### src/rtl/lts_pkg.sv
// Shared types and constants for the LRU tag store with writeback marks.
// Used by the cell and the top level; depends on nothing.
`default_nettype none

package lts_pkg;

	// default store size and key width
	localparam int CAPACITY_DEF = 32;
	localparam int KEY_BITS_DEF = 16;

	// request kinds
	localparam logic CMD_GET = 1'b0;
	localparam logic CMD_SET = 1'b1;

	// flags that ride the scan chain from cell to cell
	typedef struct packed {
		logic hit;        // a valid entry with the request key was seen
		logic free;       // an empty slot was seen
		logic lru;        // the least recent entry was seen
		logic lru_dirty;  // dirty mark of that entry
	} lts_scan_t;

	// update command broadcast to every cell at commit
	typedef struct packed {
		logic en;      // apply an update this cycle
		logic is_hit;  // refresh an existing entry
		logic is_set;  // request was a set
		logic dirty;   // dirty mark to store
	} lts_upd_t;

endpackage : lts_pkg

`default_nettype wire

### src/rtl/lru_tag_store_with_writeback.sv
// Top level of the LRU tag store: request/result handshakes, scan sequencing, row of cells.
// Depends on lts_pkg and lts_cell.
`default_nettype none

// Fully associative tag store of CAPACITY entries in true LRU order, one entry per cell.
// A request is taken when s_axis_tready is high, which is whenever no other request is in
// progress. The request key is broadcast to all cells and a scan chain carries the first
// hit, the first free slot and the least recent entry from cell to cell, one cell per cycle;
// a final commit step applies the age, dirty and insert update to every cell on a hit or
// a set and loads the result register.
// The result waits in its own register, so the next request may be accepted and scanned
// while it is held; commit of that next request waits until the result has been taken.
// Each request passes through the scan along the chain, the commit and an idle state in
// which the next request is taken, so a new request waits until the last one has committed.
// No clearing pass is needed after reset.

module lru_tag_store_with_writeback import lts_pkg::*; #(
	parameter int CAPACITY  = CAPACITY_DEF,
	parameter int KEY_BITS  = KEY_BITS_DEF,
	localparam int SLOT_W   = $clog2(CAPACITY),
	localparam int IN_W     = ((KEY_BITS + 1 + 7) / 8) * 8,
	localparam int OUT_W    = ((3 + SLOT_W + KEY_BITS + 7) / 8) * 8
) (
	input  wire logic             clk,
	input  wire logic             arst_n,
	// request stream
	input  wire logic             s_axis_tvalid,
	output logic                  s_axis_tready,
	input  wire logic [IN_W-1:0]  s_axis_tdata,   // key, dirty_in, zero fill
	input  wire logic             s_axis_tuser,   // cmd
	// result stream
	output logic                  m_axis_tvalid,
	input  wire logic             m_axis_tready,
	output logic [OUT_W-1:0]      m_axis_tdata    // hit, slot, evicted, evicted_key,
	                                              // writeback, zero fill
);

	localparam logic [SLOT_W-1:0] LAST_CNT = SLOT_W'(CAPACITY - 1);

	typedef enum logic [2:0] {
		ST_IDLE   = 3'b001,
		ST_SCAN   = 3'b010,
		ST_COMMIT = 3'b100
	} state_t;

	state_t              state_q;
	logic [SLOT_W-1:0]   cnt_q;
	logic                cmd_q;
	logic [KEY_BITS-1:0] key_q;
	logic                dirty_q;
	logic                m_valid_q;
	logic [OUT_W-1:0]    m_data_q;

	logic                accept;
	logic                commit;
	logic                out_take;

	// scan chain, one hop per cell; index 0 is the empty start
	lts_scan_t           ch_flags [0:CAPACITY];
	logic [SLOT_W-1:0]   ch_hit_slot [0:CAPACITY];
	logic [SLOT_W-1:0]   ch_hit_age [0:CAPACITY];
	logic [SLOT_W-1:0]   ch_free_slot [0:CAPACITY];
	logic [SLOT_W-1:0]   ch_lru_slot [0:CAPACITY];
	logic [KEY_BITS-1:0] ch_lru_key [0:CAPACITY];

	lts_upd_t            upd;
	logic [SLOT_W-1:0]   upd_slot;
	logic [SLOT_W-1:0]   upd_age;

	lts_scan_t           tail;
	logic                full;
	logic                r_hit;
	logic [SLOT_W-1:0]   r_slot;
	logic                r_ev;
	logic [KEY_BITS-1:0] r_evk;
	logic                r_wb;
	logic [OUT_W-1:0]    out_d;

	assign s_axis_tready = (state_q == ST_IDLE);
	assign accept        = s_axis_tvalid && s_axis_tready;
	assign out_take      = m_valid_q && m_axis_tready;
	assign commit        = (state_q == ST_COMMIT) && (!m_valid_q || m_axis_tready);
	assign m_axis_tvalid = m_valid_q;
	assign m_axis_tdata  = m_data_q;

	// sequence: accept, scan the chain, commit
	always_ff @(posedge clk or negedge arst_n) begin
		if (!arst_n) begin
			state_q <= ST_IDLE;
			cnt_q   <= '0;
		end else begin
			unique case (state_q)
				ST_IDLE: begin
					if (accept) begin
						state_q <= ST_SCAN;
						cnt_q   <= '0;
					end
				end
				ST_SCAN: begin
					cnt_q <= cnt_q + 1'b1;
					if (cnt_q == LAST_CNT) begin
						state_q <= ST_COMMIT;
					end
				end
				ST_COMMIT: begin
					if (commit) begin
						state_q <= ST_IDLE;
					end
				end
				default: begin
					state_q <= ST_IDLE;
				end
			endcase
		end
	end

	// hold the request for the whole scan
	always_ff @(posedge clk) begin
		if (accept) begin
			cmd_q   <= s_axis_tuser;
			key_q   <= s_axis_tdata[KEY_BITS-1:0];
			dirty_q <= s_axis_tdata[KEY_BITS];
		end
	end

	// empty start of the chain
	assign ch_flags[0]     = '0;
	assign ch_hit_slot[0]  = '0;
	assign ch_hit_age[0]   = '0;
	assign ch_free_slot[0] = '0;
	assign ch_lru_slot[0]  = '0;
	assign ch_lru_key[0]   = '0;

	// row of entry cells
	for (genvar i = 0; i < CAPACITY; i++) begin : g_cell
		lts_cell #(
			.CAPACITY (CAPACITY),
			.KEY_BITS (KEY_BITS),
			.INDEX    (i)
		) u_cell (
			.clk           (clk),
			.arst_n        (arst_n),
			.req_key       (key_q),
			.in_flags      (ch_flags[i]),
			.in_hit_slot   (ch_hit_slot[i]),
			.in_hit_age    (ch_hit_age[i]),
			.in_free_slot  (ch_free_slot[i]),
			.in_lru_slot   (ch_lru_slot[i]),
			.in_lru_key    (ch_lru_key[i]),
			.out_flags     (ch_flags[i+1]),
			.out_hit_slot  (ch_hit_slot[i+1]),
			.out_hit_age   (ch_hit_age[i+1]),
			.out_free_slot (ch_free_slot[i+1]),
			.out_lru_slot  (ch_lru_slot[i+1]),
			.out_lru_key   (ch_lru_key[i+1]),
			.upd           (upd),
			.upd_slot      (upd_slot),
			.upd_age       (upd_age),
			.upd_key       (key_q)
		);
	end

	// decide the result and the update from the chain tail
	always_comb begin
		tail   = ch_flags[CAPACITY];
		full   = !tail.free;
		r_hit  = tail.hit;
		r_slot = '0;
		r_ev   = 1'b0;
		r_evk  = '0;
		r_wb   = 1'b0;
		upd    = '0;
		upd_age = ch_hit_age[CAPACITY];
		if (tail.hit) begin
			r_slot     = ch_hit_slot[CAPACITY];
			upd.is_hit = 1'b1;
		end else if (cmd_q == CMD_SET) begin
			if (full) begin
				r_ev   = 1'b1;
				r_slot = tail.lru ? ch_lru_slot[CAPACITY] : '0;
				r_evk  = tail.lru ? ch_lru_key[CAPACITY] : '0;
				r_wb   = tail.lru && tail.lru_dirty;
			end else begin
				r_slot = ch_free_slot[CAPACITY];
			end
		end
		upd.en     = commit && (tail.hit || (cmd_q == CMD_SET));
		upd.is_set = (cmd_q == CMD_SET);
		upd.dirty  = dirty_q;
		upd_slot   = r_slot;
	end

	// pack the result fields, lowest first
	always_comb begin
		out_d                               = '0;
		out_d[0]                            = r_hit;
		out_d[SLOT_W:1]                     = r_slot;
		out_d[SLOT_W+1]                     = r_ev;
		out_d[SLOT_W+2 +: KEY_BITS]         = r_evk;
		out_d[SLOT_W+2+KEY_BITS]            = r_wb;
	end

	// result register: load at commit, drop once transferred
	always_ff @(posedge clk or negedge arst_n) begin
		if (!arst_n) begin
			m_valid_q <= 1'b0;
		end else if (commit) begin
			m_valid_q <= 1'b1;
		end else if (out_take) begin
			m_valid_q <= 1'b0;
		end
	end

	always_ff @(posedge clk) begin
		if (commit) begin
			m_data_q <= out_d;
		end
	end

endmodule : lru_tag_store_with_writeback

`default_nettype wire

### src/rtl/lts_cell.sv
// One entry of the tag store: key, valid, dirty and age, plus one stage of the scan chain.
// Depends on lts_pkg for the chain flags and the update command.
`default_nettype none

module lts_cell import lts_pkg::*; #(
	parameter int CAPACITY = CAPACITY_DEF,
	parameter int KEY_BITS = KEY_BITS_DEF,
	parameter int INDEX    = 0,
	localparam int SLOT_W  = $clog2(CAPACITY)
) (
	input  wire logic                clk,
	input  wire logic                arst_n,
	// request key, held for the whole scan
	input  wire logic [KEY_BITS-1:0] req_key,
	// scan chain from the previous cell
	input  wire lts_scan_t           in_flags,
	input  wire logic [SLOT_W-1:0]   in_hit_slot,
	input  wire logic [SLOT_W-1:0]   in_hit_age,
	input  wire logic [SLOT_W-1:0]   in_free_slot,
	input  wire logic [SLOT_W-1:0]   in_lru_slot,
	input  wire logic [KEY_BITS-1:0] in_lru_key,
	// scan chain to the next cell
	output lts_scan_t                out_flags,
	output logic [SLOT_W-1:0]        out_hit_slot,
	output logic [SLOT_W-1:0]        out_hit_age,
	output logic [SLOT_W-1:0]        out_free_slot,
	output logic [SLOT_W-1:0]        out_lru_slot,
	output logic [KEY_BITS-1:0]      out_lru_key,
	// update broadcast
	input  wire lts_upd_t            upd,
	input  wire logic [SLOT_W-1:0]   upd_slot,
	input  wire logic [SLOT_W-1:0]   upd_age,
	input  wire logic [KEY_BITS-1:0] upd_key
);

	localparam logic [SLOT_W-1:0] MY_IDX  = SLOT_W'(INDEX);
	localparam logic [SLOT_W-1:0] OLDEST  = SLOT_W'(CAPACITY - 1);

	logic [KEY_BITS-1:0] key_q;
	logic                valid_q;
	logic                dirty_q;
	logic [SLOT_W-1:0]   age_q;

	logic      match;
	logic      lru_here;
	logic      self;
	lts_scan_t flags_d;

	assign match    = valid_q && (key_q == req_key);
	assign lru_here = valid_q && (age_q == OLDEST);
	assign self     = (upd_slot == MY_IDX);

	// merge this entry into the chain: first hit, first free, last oldest
	always_comb begin
		flags_d.hit       = in_flags.hit | match;
		flags_d.free      = in_flags.free | ~valid_q;
		flags_d.lru       = in_flags.lru | lru_here;
		flags_d.lru_dirty = lru_here ? dirty_q : in_flags.lru_dirty;
	end

	// chain flags
	always_ff @(posedge clk or negedge arst_n) begin
		if (!arst_n) begin
			out_flags <= '0;
		end else begin
			out_flags <= flags_d;
		end
	end

	// chain payload
	always_ff @(posedge clk) begin
		out_hit_slot  <= in_flags.hit ? in_hit_slot : MY_IDX;
		out_hit_age   <= in_flags.hit ? in_hit_age : age_q;
		out_free_slot <= in_flags.free ? in_free_slot : MY_IDX;
		out_lru_slot  <= lru_here ? MY_IDX : in_lru_slot;
		out_lru_key   <= lru_here ? key_q : in_lru_key;
	end

	// entry control state: valid, dirty, age
	always_ff @(posedge clk or negedge arst_n) begin
		if (!arst_n) begin
			valid_q <= 1'b0;
			dirty_q <= 1'b0;
			age_q   <= '0;
		end else if (upd.en) begin
			if (upd.is_hit) begin
				// refresh: younger entries age by one
				if (self) begin
					age_q <= '0;
					if (upd.is_set) begin
						dirty_q <= upd.dirty;
					end
				end else if (valid_q && (age_q < upd_age)) begin
					age_q <= age_q + 1'b1;
				end
			end else if (self) begin
				// insert into the chosen slot
				valid_q <= 1'b1;
				dirty_q <= upd.dirty;
				age_q   <= '0;
			end else if (valid_q) begin
				age_q <= age_q + 1'b1;
			end
		end
	end

	// entry key: written on insert only
	always_ff @(posedge clk) begin
		if (upd.en && !upd.is_hit && self) begin
			key_q <= upd_key;
		end
	end

endmodule : lts_cell

`default_nettype wire

### config.mk
export PLATFORM = sky130hd
export DESIGN_NAME = lru_tag_store_with_writeback
export DESIGN_NICKNAME = d
export VERILOG_FILES = /design/src/rtl/lts_pkg.sv /design/src/rtl/lru_tag_store_with_writeback.sv /design/src/rtl/lts_cell.sv
export SDC_FILE = /design/constraint.sdc
export NUM_CORES = 2
export LEC_CHECK = 0
export BUFFER_PORTS_ARGS = -buffer_cell sky130_fd_sc_hd__buf_2
export CAP_MARGIN = 20
export CORE_MARGIN = 1.5
export CORE_UTILIZATION = 30
export DETAILED_ROUTE_END_ITERATION = 10
export HOLD_SLACK_MARGIN = 0.02
export PLACE_DENSITY = 0.44
export SYNTH_ARGS = -nofsm -noshare
export SYNTH_HDL_FRONTEND = slang
export SYNTH_SLANG_ARGS = --single-unit
### constraint.sdc
create_clock -name clk -period 7.7 [get_ports clk]
set_clock_uncertainty 0.2 [all_clocks]
set_input_delay 0.77 -clock clk [delete_from_list [all_inputs] [get_ports clk]]
set_output_delay 0.77 -clock clk [all_outputs]
set_load 0.05 [all_outputs]
Word level (Yosys, flattened, before mapping)
Index checks and enable logic that the tools add are counted.
- equal/unequal tests: 135
- div/mod/pow operators: 0
- magnitude comparators: 32
- multiplexer cells: 365
- bitwise logic cells: 128
- shift-type cells: 0
- reduce and logical (&&, ||, !) cells: 274
- multiply operators: 0
- add/subtract/negate cells: 33
- operators with widths (cell ; number):
    $mux W5 ; 196
    $eq A16 B16 Y1 ; 32
    $mux W16 ; 31
    $reduce_and A3 Y1 ; 97
    $eq A5 B5 Y1 const B ; 49
    $add A5 B1 Y5 const B ; 33
    $lt A5 B5 Y1 ; 32
    $logic_and A1 B1 Y1 ; 134
    $mux W1 ; 133
    $ne A3 B3 Y1 const B ; 32
    $reduce_bool A3 Y1 ; 32
    $or A1 B1 Y1 ; 93
    $eq A5 B4 Y1 const B ; 8
    $not A1 Y1 ; 35
    $eq A5 B3 Y1 const B ; 4
    $eq A5 B2 Y1 const B ; 2
    $pmux W5 S2 ; 1
    $mux W3 ; 3
    $pmux W3 S3 ; 1
    $ne A2 B2 Y1 const B ; 3
    $eq A5 B1 Y1 const B ; 1
    $logic_not A5 Y1 ; 1
    $reduce_bool A2 Y1 ; 2
    $reduce_or A4 Y1 ; 1
    9 further kinds ; 11
- ROM bits: 0
- output and inout port bits: 26
- memories: 0
- bits in writable memories: 0
- flip-flop bits (word level): 1974
- latch bits: 0
- input bits: 29
- logic and storage cells: 1390

Longest topological paths before layout
- depth in word-level cells: 7
- mapped depth: 9
- depth with buffers taken out: 8

Modules after synthesis
A second synthesis with hierarchy kept.
- cells, all modules: 5440
- area, all modules: 76205.6 sq um
- modules (own cells, without submodules) (module ; cells each ; seq. area each (sq um) ; times used ; area each (sq um)):
    lts_cell (g_cell[0].u_cell ...) ; 166 ; 1476.4 ; 7 ; 2316.0
    lts_cell (g_cell[10].u_cell ...) ; 166 ; 1476.4 ; 4 ; 2312.2
    lts_cell (g_cell[17].u_cell ...) ; 166 ; 1476.4 ; 3 ; 2336.0
    lts_cell (g_cell[25].u_cell ...) ; 166 ; 1476.4 ; 3 ; 2332.2
    lts_cell (g_cell[19].u_cell ...) ; 166 ; 1476.4 ; 3 ; 2327.2
    lts_cell (g_cell[11].u_cell ...) ; 166 ; 1476.4 ; 3 ; 2311.0
    lts_cell (g_cell[15].u_cell ...) ; 166 ; 1476.4 ; 3 ; 2308.5
    lts_cell (g_cell[12].u_cell ...) ; 166 ; 1476.4 ; 2 ; 2313.5
    lts_cell (g_cell[18].u_cell) ; 166 ; 1476.4 ; 1 ; 2341.0
    lts_cell (g_cell[16].u_cell) ; 166 ; 1476.4 ; 1 ; 2333.5
    lts_cell (g_cell[31].u_cell) ; 167 ; 1476.4 ; 1 ; 2311.0
    lts_cell (g_cell[7].u_cell) ; 166 ; 1476.4 ; 1 ; 2309.7
    lru_tag_store_with_writeback ; 127 ; 1487.7 ; 1 ; 1978.1

Worst setup path after synthesis
OpenSTA, ideal clock, no wires.
- path type: register -> register
- start: register state_q[2]
- end: register g_cell[25].u_cell.key_q[0] (enable)
- buffers on the path: 3
- data arrival time: 3.638 ns
- data required time: 7.112 ns
- setup time: 0.388 ns
- cell stages (with the launch flop): 10
- setup slack: 3.474 ns
- clock period less this slack: 4.226 ns
- cell sequence: dfrtp_1 buf_4 or3b_1 clkbuf_2 nor2_1 nand2_1 clkbuf_1 nor2_1 nand2_1 nor2_1
- word-level cells in the longest chain between the ends: 5
- RTL lines (element ; line ; source):
    start, declared ; lru_tag_store_with_writeback.sv:46 ; state_t state_q;
    start signal, assigned ; lru_tag_store_with_writeback.sv:89 ; state_q <= ST_IDLE;
    start signal, assigned ; lru_tag_store_with_writeback.sv:95 ; state_q <= ST_SCAN;
    start signal, assigned ; lru_tag_store_with_writeback.sv:102 ; state_q <= ST_COMMIT;
    $eq A3 B3 Y1 ; lru_tag_store_with_writeback.sv:82 ; assign commit = (state_q == ST_COMMIT) && (!m_valid_q || m_axis_tready);
    $logic_and A1 B1 Y1 ; lru_tag_store_with_writeback.sv:82 ;
    named net commit ; lru_tag_store_with_writeback.sv:55 ; logic commit;
    $logic_and A1 B1 Y1 ; lru_tag_store_with_writeback.sv:187 ; upd.en = commit && (tail.hit || (cmd_q == CMD_SET));
    $logic_and A1 B1 Y1 (2 in a row) ; lts_cell.sv:109 ; if (upd.en && !upd.is_hit && self) begin
    end signal, assigned ; lts_cell.sv:110 ; key_q <= upd_key;
    end, declared ; lts_cell.sv:39 ; logic [KEY_BITS-1:0] key_q;
The timed path passes the listed nets, and every way through them passes these cells.
A chain may end at the register's enable or synchronous reset.

Worst setup path after layout
- start: register g_cell[31].u_cell.out_flags[3] (netlist name)
- end: register g_cell[8].u_cell.key_q[3] (enable)
- word-level cells in the longest chain between the ends: 4
- elaborated cells between the ends (all ways): 8
- classes of those cells: 1 x eq/ne; 2 x mux; 5 x reduce/logical
- RTL lines (element ; line ; source):
    start, declared ; lts_cell.sv:23 ; output lts_scan_t out_flags,
    start signal, assigned ; lts_cell.sv:66 ; out_flags <= flags_d;
    parallel branches: the longest is 3 deep, another holds $mux W5 ; -- ;
    $logic_and A1 B1 Y1 (*) ; lts_cell.sv:109 ;
    end signal, assigned ; lts_cell.sv:110 ;
    end, declared ; lts_cell.sv:39 ;
Every way passes the cells marked *.

==> results.py <==
metrics = {
    "status": {
        "status": "finished clean",
    },
    "global_route": {
        "overflow": 0,
        "pin_count_of_the_biggest_net_entering_global_routing": 103,
        "antenna_violations_before_repair": 10,
        "first_global_vias": 42345,
        "grt_first_pass_wirelength_mm": 289.3,
        "grt_util_all_layers_pct": 15.98,
    },
    "critical_path": {
        "regToRegStartpoint": "g_cell[31].u_cell.out_flags[3]",
        "worst_setup_path_start_kind": "register",
        "worst_ep_arrival_time_ns": 4.84,
        "worst-path-buf-inv": 1,
        "worstSetupPathType": "reg -> reg",
        "timing.critical_path.slowest_cell_delay_ns": 0.80,
        "crit_family": "simple AND/OR/NAND/NOR gates",
        "critPathSlowestCell": "sky130_fd_sc_hd__nor2_2",
        "nature_of_the_critical_path_endpoint": "register",
        "worst_path_cell_trace": "buf_4 > and4b_1 > a221oi_2 > and2_1 > nand3_1 > nor2_2",
        "worst_path_max_fanout": 47,
        "cp-startpoint": "g_cell[31].u_cell.out_flags[3]",
        "crit_required_ns": 7.97,
    },
    "yosys": {
        "postSynth.asyncResetShare_pct": 18.29,
        "synth_cell_type_count": 81,
        "synthXorXnorAreaFrac_pct": 6.677,
        "synth_edf_count": 554,
        "post_synth_design_cell_area_mm2": 0.07280,
        "yosysWarnings": 0,
        "synthFlopType": "sky130_fd_sc_hd__dfxtp_1",
        "synth-compound-area-share_pct": 3.295,
        "synth.mux.area_fraction_pct": 11.53,
        "syn_nets": 5519,
        "synth_top_family_by_area": "multiplexers",
        "area_share_of_and_or_nand_nor_cells_after_synthesis_pct": 9.402,
        "synth-adder-area-share_pct": 3.334,
        "synth.ff_latch_count": 1974,
        "syn_inst": 5296,
        "postSynthAreaPerCell_um2": 13.75,
        "sequential_fraction_of_the_synthesis_area_pct": 64.39,
    },
    "power": {
        "worst_ir_drop_vdd_v": 0.0002024,
        "power_per_cell_area_mw_per_mm2": 266.9,
        "power.leakage_nw": 34.63,
    },
    "finish": {
        "post-route-util_pct": 35.14,
        "layout.cells.most_common": "sky130_fd_sc_hd__dfxtp_1",
        "nNetsFinal": 5694,
        "layout.cells.most_common_list": "sky130_fd_sc_hd__dfxtp_1 (1058), sky130_fd_sc_hd__mux2_2 (717), sky130_fd_sc_hd__edfxtp_1 (554)",
        "final_layout_size_suffix_gt1_share_pct": 21.90,
        "synthToLayoutAreaGrowth_pct": 16.33,
    },
    "floorplan": {
        "chipHeight_um": 495.6,
        "width_of_the_chip_um": 495.6,
        "num_io_pins": 55,
        "initial_core_util_pct": 30.21,
        "rows": 180,
        "die-area_mm2": 0.2456,
        "fp.coreArea_mm2": 0.2410,
    },
    "clock_tree": {
        "number_of_hold_repair_buffers_added_at_the_cts_stage": 20,
        "cts_tree": "done",
        "cts_post_setup_buffers_inserted": 0,
        "cts-buffers-inserted": 210,
        "clkTransAtPathRegs_ns": 0.06,
        "htreeDepth": 4,
        "clkSinkCount": 1974,
        "worst_skew_pair_latency_ns": 0.87,
        "root_driver": "sky130_fd_sc_hd__clkbuf_16",
        "clk_path_buf_depth": 3,
        "cts-resized-gates": 0,
    },
    "timing": {
        "fin_crit_ns": 4.571,
        "totalNegativeSetupSlack_ns": 0,
        "maxSlewViolCount": 0,
        "ratio_of_final_minimum_period_to_clock_period_pct": 59.36,
        "final_report_hold_violation_count": 0,
        "relSlewSlack_pct": 27.15,
        "rsz0062_at_grt": "no",
        "timing_worst_slew_pin_value_ns": 1.090,
        "clock.fmax_ghz": 0.2188,
        "timing.final.setup_violations": 0,
    },
    "drt": {
        "detail_route.iter0.violations": 2272,
        "postRouteAntennaNets": 0,
        "drt-wirelength-per-cell_um": 22.12,
        "avgViaCountPerCell": 4.512,
        "vias": 39934,
        "wirelength_mm": 195.7,
        "remaining_drc_errors": 0,
        "drt_pre_antenna_iters": 5,
    },
    "placed_design": {
        "dp_hpwl_mm": 129.3,
        "port_buffers": 47,
        "gp_congestion": 0.7582,
    },
    "job": {
        "maxCapViolations": 0,
    },
    "hold_path": {
        "timing.hold.worst.class": "reg -> reg",
        "holdCritStartpoint": "g_cell[14].u_cell.out_lru_slot[0]",
    },
}
synthesized netlist by cell type (all sizes together) (49+ instances only):
cell type  number  area (um2)
a21oi          64       324.1
and2          173        1082
and3           84       530.5
buf           102       427.9
clkbuf        103       387.9
dfrtp         360        9009
dfxtp        1059       21200
edfxtp        554       16640
ha            194        2427
inv            49       183.9
mux2          717        8074
nand2         153       574.3
nand2b        300        1877
nand3         102       515.5
nand4          73       456.7
nor2          167       631.9
nor3           65       341.6
nor4           51       337.8
o21ai          85       425.4
xnor2         321        2811
xor2          234        2049
layer usage:
layer | GRT usage, % | share of wire (%) | vias to the layer above
met2 | 26.94 | 48 | 677
li1 | - | - | 18974
met1 | 21.10 | 45 | 19988
met4 | 4.791 | 2.7 | 0
met5 | 0 | 0 | -
met3 | 2.419 | 3.9 | 295
logic make-up (layout without fill, tap and decap cells):
family                   after synthesis  count (layout)
other                                  0               4
AND/OR/NAND/NOR                     1236            1236
buffers and inverters                254             619
flip-flops                          1974            1974
multiplexers                         749             749
AO/OA/AOI/OAI                        334             334
XOR/XNOR                             555             555
adder cells (fa/ha/maj)              194             194
path summary, 6_finish.rpt:
kind / endpoint / slack, ns / cells past startpoint
max: g_cell[8].u_cell.key_q[3] / 3.13 / 6
min: g_cell[15].u_cell.out_lru_slot[0] / 0.16 / 1
max reg2reg: g_cell[8].u_cell.key_q[3] / 3.13 / 6
min reg2reg: g_cell[15].u_cell.out_lru_slot[0] / 0.16 / 1
max in group asynchronous: g_cell[28].u_cell.out_flags[0] / 5.46 / 3
min in group asynchronous: g_cell[1].u_cell.out_flags[1] / 0.26 / 2
state kept, by name, indices dropped and copies added, names as in the netlist, 3 cells and up:
signal / count
g_cell.u_cell.out_hit_age: 160
g_cell.u_cell.out_hit_slot: 129
g_cell.u_cell.out_free_slot: 129
state_q: 3
cnt_q: 5
g_cell.u_cell.out_lru_slot: 129
g_cell.u_cell.out_lru_key: 512
g_cell.u_cell.key_q: 512
g_cell.u_cell.age_q: 160
g_cell.u_cell.out_flags: 128
key_q: 16
g_cell.u_cell.dirty_q: 32
m_axis_tdata: 24
g_cell.u_cell.valid_q: 32
layout make-up:
cell class                      count  area [um2]
Clock buffer                      330        6325
Fill cell                       23405      156300
Tap cell                         3185        3985
Multi-Input combinational cell   3068       24960
Inverter                           49       183.9
Timing Repair Buffer              168        1476
Antenna cell                        4       10.01
Clock inverter                     72       873.3
Sequential cell                  1974       46870
where the power goes:
part	switching (W)	internal, W	total (W)
clock	0.00431	0.00604	0.0103
sequential	0.0000294	0.0109	0.0109
combinational	0.000963	0.000393	0.00136
worst reg2reg max path, cell delays in order, from the launching register on:
cell and delay (ns):
sky130_fd_sc_hd__dfrtp_2 0.68, sky130_fd_sc_hd__buf_4 0.75, sky130_fd_sc_hd__and4b_1 0.31, sky130_fd_sc_hd__a221oi_2 0.30, sky130_fd_sc_hd__and2_1 0.70, sky130_fd_sc_hd__nand3_1 0.43, sky130_fd_sc_hd__nor2_2 0.80
stage by stage:
step                hold WS (ns)  area [um2]  power, W  cells  worst slack [ns]
floorplan                 0.1841       72800   0.01189   5296             3.474
global placement          0.1895       77060   0.01250   8416             3.136
detailed placement        0.1909       77080   0.01251   8417             3.136
CTS                      0.09620       84480   0.02296   8839             3.037
global route              0.1520       84680   0.02345   8847             2.905
finish                    0.1644       84680   0.02260   8850             3.129
(Power assumes the default switching activity.)
